--- config.mk ---
export PLATFORM = sky130hd
export DESIGN_NAME = rfc2047_q_word_encoder
export DESIGN_NICKNAME = d
export VERILOG_FILES = /design/src/rtl/core/qwe_pkg.sv /design/src/rtl/core/qwe_front.sv /design/src/rtl/core/qwe_fifo.sv /design/src/rtl/core/qwe_back.sv /design/src/rtl/core/rfc2047_q_word_encoder.sv
export VERILOG_INCLUDE_DIRS = /design/src /design/src/rtl/core
export SDC_FILE = /design/constraint.sdc
export NUM_CORES = 1
export LEC_CHECK = 0
export BUFFER_PORTS_ARGS = -buffer_cell sky130_fd_sc_hd__buf_2
export CAP_MARGIN = 20
export CORE_UTILIZATION = 60
export DETAILED_ROUTE_END_ITERATION = 16
export HOLD_SLACK_MARGIN = 0.02
export PLACE_DENSITY_LB_ADDON = 0.12
export SKIP_CTS_REPAIR_TIMING = 1
export SYNTH_ARGS = -nofsm -noshare
export SYNTH_HDL_FRONTEND = slang
export SYNTH_SLANG_ARGS = --single-unit
--- constraint.sdc ---
create_clock -name i_clk -period 4.26 [get_ports i_clk]
set_input_delay 0.639 -clock i_clk [delete_from_list [all_inputs] [get_ports i_clk]]
set_output_delay 0.639 -clock i_clk [all_outputs]
set_load 0.1 [all_outputs]
--- src/rtl/core/assert_macros.svh ---
// Shared assertion helpers for the core RTL.
`ifndef ASSERT_MACROS_SVH
`define ASSERT_MACROS_SVH

// Property checked on every rising edge outside reset.
`define QWE_ASSERT(label, clk, rst_n, prop, msg) \
    label: assert property (@(posedge clk) disable iff (!rst_n) (prop)) \
        else $error(msg);

// Condition that must never be seen outside reset.
`define QWE_NEVER(label, clk, rst_n, cond, msg) \
    label: assert property (@(posedge clk) disable iff (!rst_n) !(cond)) \
        else $error(msg);

`endif

--- src/rtl/core/qwe_pkg.sv ---
package qwe_pkg;

    typedef struct packed {
        logic [7:0] char_code;
        logic       first_char;
        logic       last_char;
    } t_in;

    typedef struct packed {
        logic [7:0] out_byte;
        logic       run_end;
    } t_out;

    // Classified character handed from front to back
    typedef struct packed {
        logic [7:0] char_code;
        logic       first_char;
        logic       fold;
        logic       last_char;
        logic       esc;
    } t_job;

    typedef enum logic [3:0] {
        P_HEAD  = 4'b0001,
        P_FOLD  = 4'b0010,
        P_SYM   = 4'b0100,
        P_CLOSE = 4'b1000
    } t_phase;

    localparam logic [6:0] LimitReset = 7'd58;
    localparam int         QDepth     = 4;
    localparam int         QAw        = 2;

    localparam logic [3:0] HdrLast   = 4'd14;
    localparam logic [3:0] FoldLast  = 4'd4;

    localparam logic [7:0] ChSpace = 8'h20;
    localparam logic [7:0] ChEq    = 8'h3D;
    localparam logic [7:0] ChQm    = 8'h3F;
    localparam logic [7:0] ChUs    = 8'h5F;
    localparam logic [7:0] ChTilde = 8'h7E;
    localparam logic [7:0] ChCr    = 8'h0D;
    localparam logic [7:0] ChLf    = 8'h0A;

    // "=?iso-8859-1?Q?"
    function automatic logic [7:0] hdr_byte(input logic [3:0] idx);
        logic [7:0] b;
        unique case (idx)
            4'd0:    b = ChEq;
            4'd1:    b = ChQm;
            4'd2:    b = 8'h69;
            4'd3:    b = 8'h73;
            4'd4:    b = 8'h6F;
            4'd5:    b = 8'h2D;
            4'd6:    b = 8'h38;
            4'd7:    b = 8'h38;
            4'd8:    b = 8'h35;
            4'd9:    b = 8'h39;
            4'd10:   b = 8'h2D;
            4'd11:   b = 8'h31;
            4'd12:   b = ChQm;
            4'd13:   b = 8'h51;
            default: b = ChQm;
        endcase
        return b;
    endfunction

    // "?=" CR LF space
    function automatic logic [7:0] fold_byte(input logic [2:0] idx);
        logic [7:0] b;
        unique case (idx)
            3'd0:    b = ChQm;
            3'd1:    b = ChEq;
            3'd2:    b = ChCr;
            3'd3:    b = ChLf;
            default: b = ChSpace;
        endcase
        return b;
    endfunction

    function automatic logic [7:0] hex_char(input logic [3:0] nib);
        logic [7:0] b;
        if (nib < 4'd10) begin
            b = 8'h30 + {4'b0, nib};
        end else begin
            b = 8'h37 + {4'b0, nib};
        end
        return b;
    endfunction

endpackage

--- src/rtl/core/qwe_front.sv ---
`include "assert_macros.svh"

module qwe_front
    import qwe_pkg::*;
(
    input  logic       i_clk,
    input  logic       i_rst_n,
    input  logic       i_cfg_we,
    input  logic [6:0] i_cfg_wdata,
    input  logic       i_in_valid,
    input  t_in        i_in_data,
    input  logic       i_q_ready,
    output logic       o_in_ready,
    output logic       o_push,
    output t_job       o_job
);

    logic [6:0] r_limit;
    logic [6:0] n_limit;
    logic [7:0] r_count;
    logic [7:0] n_count;
    logic [7:0] base;
    logic [7:0] total;
    logic       esc;
    logic       over;
    logic [7:0] c;

    assign c = i_in_data.char_code;

    // space is not escaped: it maps to an underscore
    assign esc = (c < ChSpace) || (c == ChEq) || (c == ChQm) || (c == ChUs) || (c > ChTilde);

    assign base  = i_in_data.first_char ? 8'd0 : r_count;
    assign total = base + (esc ? 8'd3 : 8'd1);
    assign over  = total > {1'b0, r_limit};

    assign o_in_ready = i_q_ready;
    assign o_push     = i_in_valid && i_q_ready;

    always_comb begin
        o_job.char_code  = c;
        o_job.first_char = i_in_data.first_char;
        o_job.fold       = over && !i_in_data.first_char;
        o_job.last_char  = i_in_data.last_char;
        o_job.esc        = esc;
    end

    always_comb begin
        n_limit = i_cfg_we ? i_cfg_wdata : r_limit;
        n_count = r_count;
        if (o_push) begin
            n_count = over ? 8'd0 : total;
        end
    end

    always_ff @(posedge i_clk) begin
        if (!i_rst_n) begin
            r_limit <= LimitReset;
            r_count <= 8'd0;
        end else begin
            r_limit <= n_limit;
            r_count <= n_count;
        end
    end

    // count is only kept when it stays within the 7-bit limit
    `QWE_NEVER(a_count_range, i_clk, i_rst_n, r_count[7], "line count above limit range")

endmodule

--- src/rtl/core/qwe_fifo.sv ---
`include "assert_macros.svh"

module qwe_fifo
    import qwe_pkg::*;
(
    input  logic i_clk,
    input  logic i_rst_n,
    input  logic i_push,
    input  t_job i_data,
    input  logic i_pop,
    output logic o_ready,
    output logic o_valid,
    output t_job o_data
);

    localparam logic [QAw:0] QFull = (QAw + 1)'(QDepth);

    t_job           r_mem [QDepth];
    logic [QAw-1:0] r_wp;
    logic [QAw-1:0] r_rp;
    logic [QAw:0]   r_cnt;
    logic [QAw-1:0] n_wp;
    logic [QAw-1:0] n_rp;
    logic [QAw:0]   n_cnt;

    assign o_ready = r_cnt != QFull;
    assign o_valid = r_cnt != '0;
    assign o_data  = r_mem[r_rp];

    always_comb begin
        n_wp  = i_push ? r_wp + 1'b1 : r_wp;
        n_rp  = i_pop ? r_rp + 1'b1 : r_rp;
        n_cnt = r_cnt + {{QAw{1'b0}}, i_push} - {{QAw{1'b0}}, i_pop};
    end

    always_ff @(posedge i_clk) begin
        if (i_push) begin
            r_mem[r_wp] <= i_data;
        end
    end

    always_ff @(posedge i_clk) begin
        if (!i_rst_n) begin
            r_wp  <= '0;
            r_rp  <= '0;
            r_cnt <= '0;
        end else begin
            r_wp  <= n_wp;
            r_rp  <= n_rp;
            r_cnt <= n_cnt;
        end
    end

    `QWE_ASSERT(a_no_overfill, i_clk, i_rst_n, r_cnt <= QFull, "queue count beyond depth")
    `QWE_NEVER(a_pop_empty, i_clk, i_rst_n, i_pop && !o_valid, "pop from empty queue")

endmodule

--- src/rtl/core/qwe_back.sv ---
`include "assert_macros.svh"

module qwe_back
    import qwe_pkg::*;
(
    input  logic i_clk,
    input  logic i_rst_n,
    input  logic i_job_valid,
    input  t_job i_job,
    output logic o_pop,
    output logic o_out_valid,
    input  logic i_out_ready,
    output t_out o_out_data
);

    t_phase     r_phase;
    t_phase     n_phase;
    logic [3:0] r_idx;
    logic [3:0] n_idx;
    logic       r_started;
    logic       n_started;
    logic       r_out_valid;
    logic       n_out_valid;
    t_out       r_out;

    t_phase     cur_phase;
    t_phase     nxt_phase;
    logic [3:0] cur_idx;
    logic [7:0] byte_val;
    logic       seg_end;
    logic       done;
    logic       adv;

    assign adv = i_job_valid && (!r_out_valid || i_out_ready);

    always_comb begin
        if (r_started) begin
            cur_phase = r_phase;
            cur_idx   = r_idx;
        end else begin
            cur_idx = 4'd0;
            if (i_job.first_char) begin
                cur_phase = P_HEAD;
            end else if (i_job.fold) begin
                cur_phase = P_FOLD;
            end else begin
                cur_phase = P_SYM;
            end
        end
    end

    always_comb begin
        byte_val  = ChQm;
        seg_end   = 1'b0;
        done      = 1'b0;
        nxt_phase = P_SYM;
        unique case (cur_phase)
            P_HEAD: begin
                byte_val  = hdr_byte(cur_idx);
                seg_end   = cur_idx == HdrLast;
                nxt_phase = P_SYM;
            end
            P_FOLD: begin
                byte_val  = fold_byte(cur_idx[2:0]);
                seg_end   = cur_idx == FoldLast;
                nxt_phase = P_HEAD;
            end
            P_SYM: begin
                if (i_job.esc) begin
                    unique case (cur_idx[1:0])
                        2'd0:    byte_val = ChEq;
                        2'd1:    byte_val = hex_char(i_job.char_code[7:4]);
                        default: byte_val = hex_char(i_job.char_code[3:0]);
                    endcase
                    seg_end = cur_idx == 4'd2;
                end else begin
                    byte_val = (i_job.char_code == ChSpace) ? ChUs : i_job.char_code;
                    seg_end  = 1'b1;
                end
                nxt_phase = P_CLOSE;
                done      = seg_end && !i_job.last_char;
            end
            P_CLOSE: begin
                byte_val  = (cur_idx == 4'd0) ? ChQm : ChEq;
                seg_end   = cur_idx == 4'd1;
                done      = seg_end;
                nxt_phase = P_CLOSE;
            end
            default: begin
                byte_val = ChQm;
                seg_end  = 1'b1;
                done     = 1'b1;
            end
        endcase
    end

    assign o_pop = adv && done;

    always_comb begin
        n_phase     = r_phase;
        n_idx       = r_idx;
        n_started   = r_started;
        n_out_valid = r_out_valid;
        if (r_out_valid && i_out_ready) begin
            n_out_valid = 1'b0;
        end
        if (adv) begin
            n_out_valid = 1'b1;
            if (done) begin
                n_started = 1'b0;
                n_idx     = 4'd0;
                n_phase   = P_SYM;
            end else if (seg_end) begin
                n_started = 1'b1;
                n_idx     = 4'd0;
                n_phase   = nxt_phase;
            end else begin
                n_started = 1'b1;
                n_idx     = cur_idx + 4'd1;
                n_phase   = cur_phase;
            end
        end
    end

    always_ff @(posedge i_clk) begin
        if (adv) begin
            r_out.out_byte <= byte_val;
            r_out.run_end  <= done;
        end
    end

    always_ff @(posedge i_clk) begin
        if (!i_rst_n) begin
            r_phase     <= P_SYM;
            r_idx       <= 4'd0;
            r_started   <= 1'b0;
            r_out_valid <= 1'b0;
        end else begin
            r_phase     <= n_phase;
            r_idx       <= n_idx;
            r_started   <= n_started;
            r_out_valid <= n_out_valid;
        end
    end

    assign o_out_valid = r_out_valid;
    assign o_out_data  = r_out;

    // a request leaves the queue only with its final byte
    `QWE_ASSERT(a_pop_marks_end, i_clk, i_rst_n, o_pop |=> (o_out_valid && o_out_data.run_end), "pop without run end")

endmodule

--- src/rtl/core/rfc2047_q_word_encoder.sv ---
// Channel | Direction | Handshake                  | Payload
// --------+-----------+----------------------------+---------------------------
// in      | input     | i_in_valid / o_in_ready    | i_in_data  (t_in)
// out     | output    | o_out_valid / i_out_ready  | o_out_data (t_out)
// cfg     | input     | i_cfg_we                   | i_cfg_wdata (line_limit)
//
// One output byte per cycle while the output is not stalled; a request yields
// 1 to 25 bytes, issued by the single-byte emit sequencer in the back end.
// A 4-deep queue lets the front accept requests while the back is still emitting.
// Synchronous active-low reset: line_limit 58, count 0, queue and output empty.
// A stalled output holds its byte; the front stalls only when the queue is full.
module rfc2047_q_word_encoder
    import qwe_pkg::*;
(
    input  logic       i_clk,
    input  logic       i_rst_n,
    input  logic       i_cfg_we,
    input  logic [6:0] i_cfg_wdata,
    input  logic       i_in_valid,
    output logic       o_in_ready,
    input  t_in        i_in_data,
    output logic       o_out_valid,
    input  logic       i_out_ready,
    output t_out       o_out_data
);

    logic q_ready;
    logic q_valid;
    logic push;
    logic pop;
    t_job job_in;
    t_job job_out;

    qwe_front u_front (
        .i_clk       (i_clk),
        .i_rst_n     (i_rst_n),
        .i_cfg_we    (i_cfg_we),
        .i_cfg_wdata (i_cfg_wdata),
        .i_in_valid  (i_in_valid),
        .i_in_data   (i_in_data),
        .i_q_ready   (q_ready),
        .o_in_ready  (o_in_ready),
        .o_push      (push),
        .o_job       (job_in)
    );

    qwe_fifo u_fifo (
        .i_clk   (i_clk),
        .i_rst_n (i_rst_n),
        .i_push  (push),
        .i_data  (job_in),
        .i_pop   (pop),
        .o_ready (q_ready),
        .o_valid (q_valid),
        .o_data  (job_out)
    );

    qwe_back u_back (
        .i_clk       (i_clk),
        .i_rst_n     (i_rst_n),
        .i_job_valid (q_valid),
        .i_job       (job_out),
        .o_pop       (pop),
        .o_out_valid (o_out_valid),
        .i_out_ready (i_out_ready),
        .o_out_data  (o_out_data)
    );

endmodule
==> out/metrics.csv <==
stage,metric,value,unit
route,drt_iter0_drc,151,
setup_path,path_class,flop to flop,
timing,max_freq,285.8,MHz
synth,synth_edf_count,57,
pwr,power.density_cell_area,594.6,nW/um^2
worst_hold_path,min_path_type,flop to flop,
floorplan,rows,32,
final_layout,syn2layout_area_growth,8.689,%
synth,synthCells,421,
placement,port_buffers,32,
timing,setup_viol,0,
cts,cts.sinks,91,
synth,ys_warn_count,0,
global_routing,grt_pass1_wl,15980,um
floorplan,pin_count,33,
floorplan,chipHeight,91.27,um
global_routing,grt.total_usage,24.58,%
timing,worst_slew_pin_slew,0.6241,ns
setup_path,reg2reg_depth,13,
timing,hold_violations,0,
synth,syn_area,4781,sq um
floorplan,die_width,91.27,um
timing,fin_crit,3.499,ns
timing,slew_violations,0,
placement,dpl.hpwl,6738,um
setup_path,worst_r2r_endpoint,u_fifo.r_cnt[2]$_SDFF_PN0_,
setup_path,worstPathCellList,mux4_2 > or3_1 > a211oi_1 > o21ai_1 > inv_1 > ha_1 > inv_1 > ha_1 > inv_1 > fa_1 > xor2_1 > xnor2_1 > nor2_1,
worst_hold_path,hold_end,u_back.o_out_valid$_SDFFE_PN0P_,
cts,cts_tree,done,
setup_path,cp-end-kind,flop,
outcome,status,"finished, violations left",
floorplan,initial_core_util,61.87,%
global_routing,grt_max_degree,27,
outcome,violations,DRC,
global_routing,antenna_found_initial,0,
synth,synth-seq-cells,91,
timing,fin_skew,0.01579,ns
pwr,ir_worst_vdd,0.0002527,V
route,vias,3438,
setup_path,r2r_slack,0.76,ns
worst_hold_path,min_path_cells,2,
setup_path,required,4.51,ns
cts,clk_latency,0.36,ns
timing,relSlewSlack,58.39,%
global_routing,grt_pass1_vias,3291,
route,viasPerCell,6.172,
cts,clockBufferDepth,2,
cts,htree_num_levels,3,
cts,numCtsBuffers,9,
synth,synth_nets,469,
route,wl_per_cell,17.20,um
route,ant_nets,0,
final_layout,drive_gt1_share,16.92,%
setup_path,arrival,3.75,ns
timing,rsz0062_at_grt,false,
timing,fin_ws,0.7612,ns
setup_path,worstPathMaxFanout,4,
route,firstDrtPassIters,11,
pwr,p_leak,0.001964,uW
placement,preCtsSetupSlack,0.7439,ns
run,max_cap_violations,0,
final_layout,final_common_cell,edfxtp_1,
cts,cts.clk_slew.worst_paths,0.10,ns
timing,tns,0,ns
route,drc,1,
placement,routabilityCongestion,0.9760,
route,wirelength,9578,um
worst_hold_path,hold_start,u_back.o_out_valid$_SDFFE_PN0P_,
setup_path,crit_top_cell,inv_1,
global_routing,grt-ovfl-total,0,
synth,postSynthAreaPerCell,11.36,sq um
synth,synthArstFlopShare,0,%
setup_path,worst_path_largest_cell_delay,0.59,ns
synth,ys_seq_area_share,50.04,%
final_layout,final_cell_mix,"57 x edfxtp_1, 34 x dfxtp_1, 33 x nand2_1",
floorplan,core,7727,sq um
setup_path,slowest_stage,mux4_2,
final_layout,final_nets,498,
synth,ys_types,67,
synth,ys.flop_type,edfxtp_1,
final_layout,antenna_cells,0,
timing,finalCritPeriodShare,82.13,%
cts,root_buffer,clkbuf_8,
floorplan,dieArea,8329,sq um
setup_path,cp-start-kind,flop,
## per-stage QoR
stage | hold slack, ns | cell area (sq um) | power, uW | instances | util (%)
6_report | 0.4825 | 5196 | 3090 | 557 | 67.24
5_1_grt | 0.4838 | 5196 | 3262 | 557 | 67.24
4_1_cts | 0.4844 | 5196 | 3100 | 557 | 67.24
3_5_place_dp | 0.4575 | 5006 | 2539 | 541 | 64.78
3_3_place_gp | 0.4588 | 5006 | 2517 | 541 | 64.78
2_1_floorplan | 0.4412 | 4781 | 2294 | 421 | -
## worst max-delay path: cells and delay by family, from the launching register on
family	cells	cell delay [ns]
AO/OA/AOI/OAI	2	0.68
XOR/XNOR	2	0.31
adder cells (fa/ha/maj)	3	0.74
buffers and inverters	3	0.19
flip-flops	1	0.46
multiplexers	1	0.59
AND/OR/NAND/NOR	2	0.43
## per-layer routing
layer	GRT usage (%)	part of all wire (%)
met5	0	0
met1	32.26	44
met4	8.995	2.0
met2	40.72	49
met3	4.690	4.8
## final cells by class
| type | instances | area, sq um |
|---|---|---|
| Clock buffer | 9 | 123.9 |
| Clock inverter | 7 | 66.31 |
| Fill cell | 576 | 2531 |
| Inverter | 26 | 97.59 |
| Multi-Input combinational cell | 286 | 2198 |
| Sequential cell | 91 | 2392 |
| Tap cell | 102 | 127.6 |
| Timing Repair Buffer | 36 | 190.2 |
## cell usage after synthesis (all sizes together) (7+ instances only)
cell	count	area share (%)
edfxtp	57	36
dfxtp	34	14
nand2	33	2.6
ha	24	6.3
inv	24	1.9
o21ai	22	2.4
nor2	21	1.6
a21oi	19	2.0
clkbuf	13	1.0
nand3	13	1.4
mux4	12	5.7
nor2b	12	1.6
nor3	11	1.3
o211ai	11	1.7
xnor2	8	1.5
and2	7	0.92
## worst max path at each step
stage                                  start                          to  slack [ns]  depth (start not counted)
6_report                                flop  u_fifo.r_cnt[2]$_SDFF_PN0_        0.76                         13
5_1_grt                                 flop  u_fifo.r_cnt[2]$_SDFF_PN0_        0.50                         13
4_1_cts                                 flop  u_fifo.r_cnt[2]$_SDFF_PN0_        0.69                         13
2_1_floorplan  u_back.r_started$_SDFFE_PN0P_  u_fifo.r_cnt[2]$_SDFF_PN0_        1.08                         16
3_5_place_dp                            flop  u_fifo.r_cnt[2]$_SDFF_PN0_        0.74                         13
3_3_place_gp                            flop  u_fifo.r_cnt[2]$_SDFF_PN0_        0.75                         13
## flip-flops by register name (all words and copies together) (netlist names), named ones only
| signal | count |
|---|---|
| u_fifo.r_mem | 48 |
| u_back.o_out_data | 9 |
| u_front.r_count | 8 |
| u_front.r_limit | 7 |
| u_back.r_idx | 4 |
| u_back.r_phase | 4 |
| u_fifo.r_cnt | 3 |
| u_fifo.r_rp | 2 |
| u_fifo.r_wp | 2 |
| u_back.o_out_valid | 1 |
| u_back.r_started | 1 |
## kinds of logic (layout without fill, tap and decap cells)
kind of cell | count (synthesis) | count (layout) | synth area share [%]
muxes | 18 | 18 | 7.197
and+or+nand+nor | 130 | 130 | 14.50
DFF | 91 | 91 | 50.04
xor gates and xnor gates | 12 | 12 | 2.198
AOI/OAI and AO/OA | 100 | 100 | 14.97
adders and majority gates | 26 | 26 | 7.119
buffers and inverters | 44 | 78 | 3.978
## report_power, final
| group | switching [uW] | total [uW] | leakage [uW] | internal (uW) |
|---|---|---|---|---|
| Sequential | 86.9 | 1210 | 0.000804 | 1120 |
| Clock | 338 | 565 | 0.0000918 | 227 |
| Combinational | 932 | 1320 | 0.00107 | 386 |
| Total | 1360 | 3090 | 0.00196 | 1730 |
Note: power is estimated with default switching activity, not from simulation.
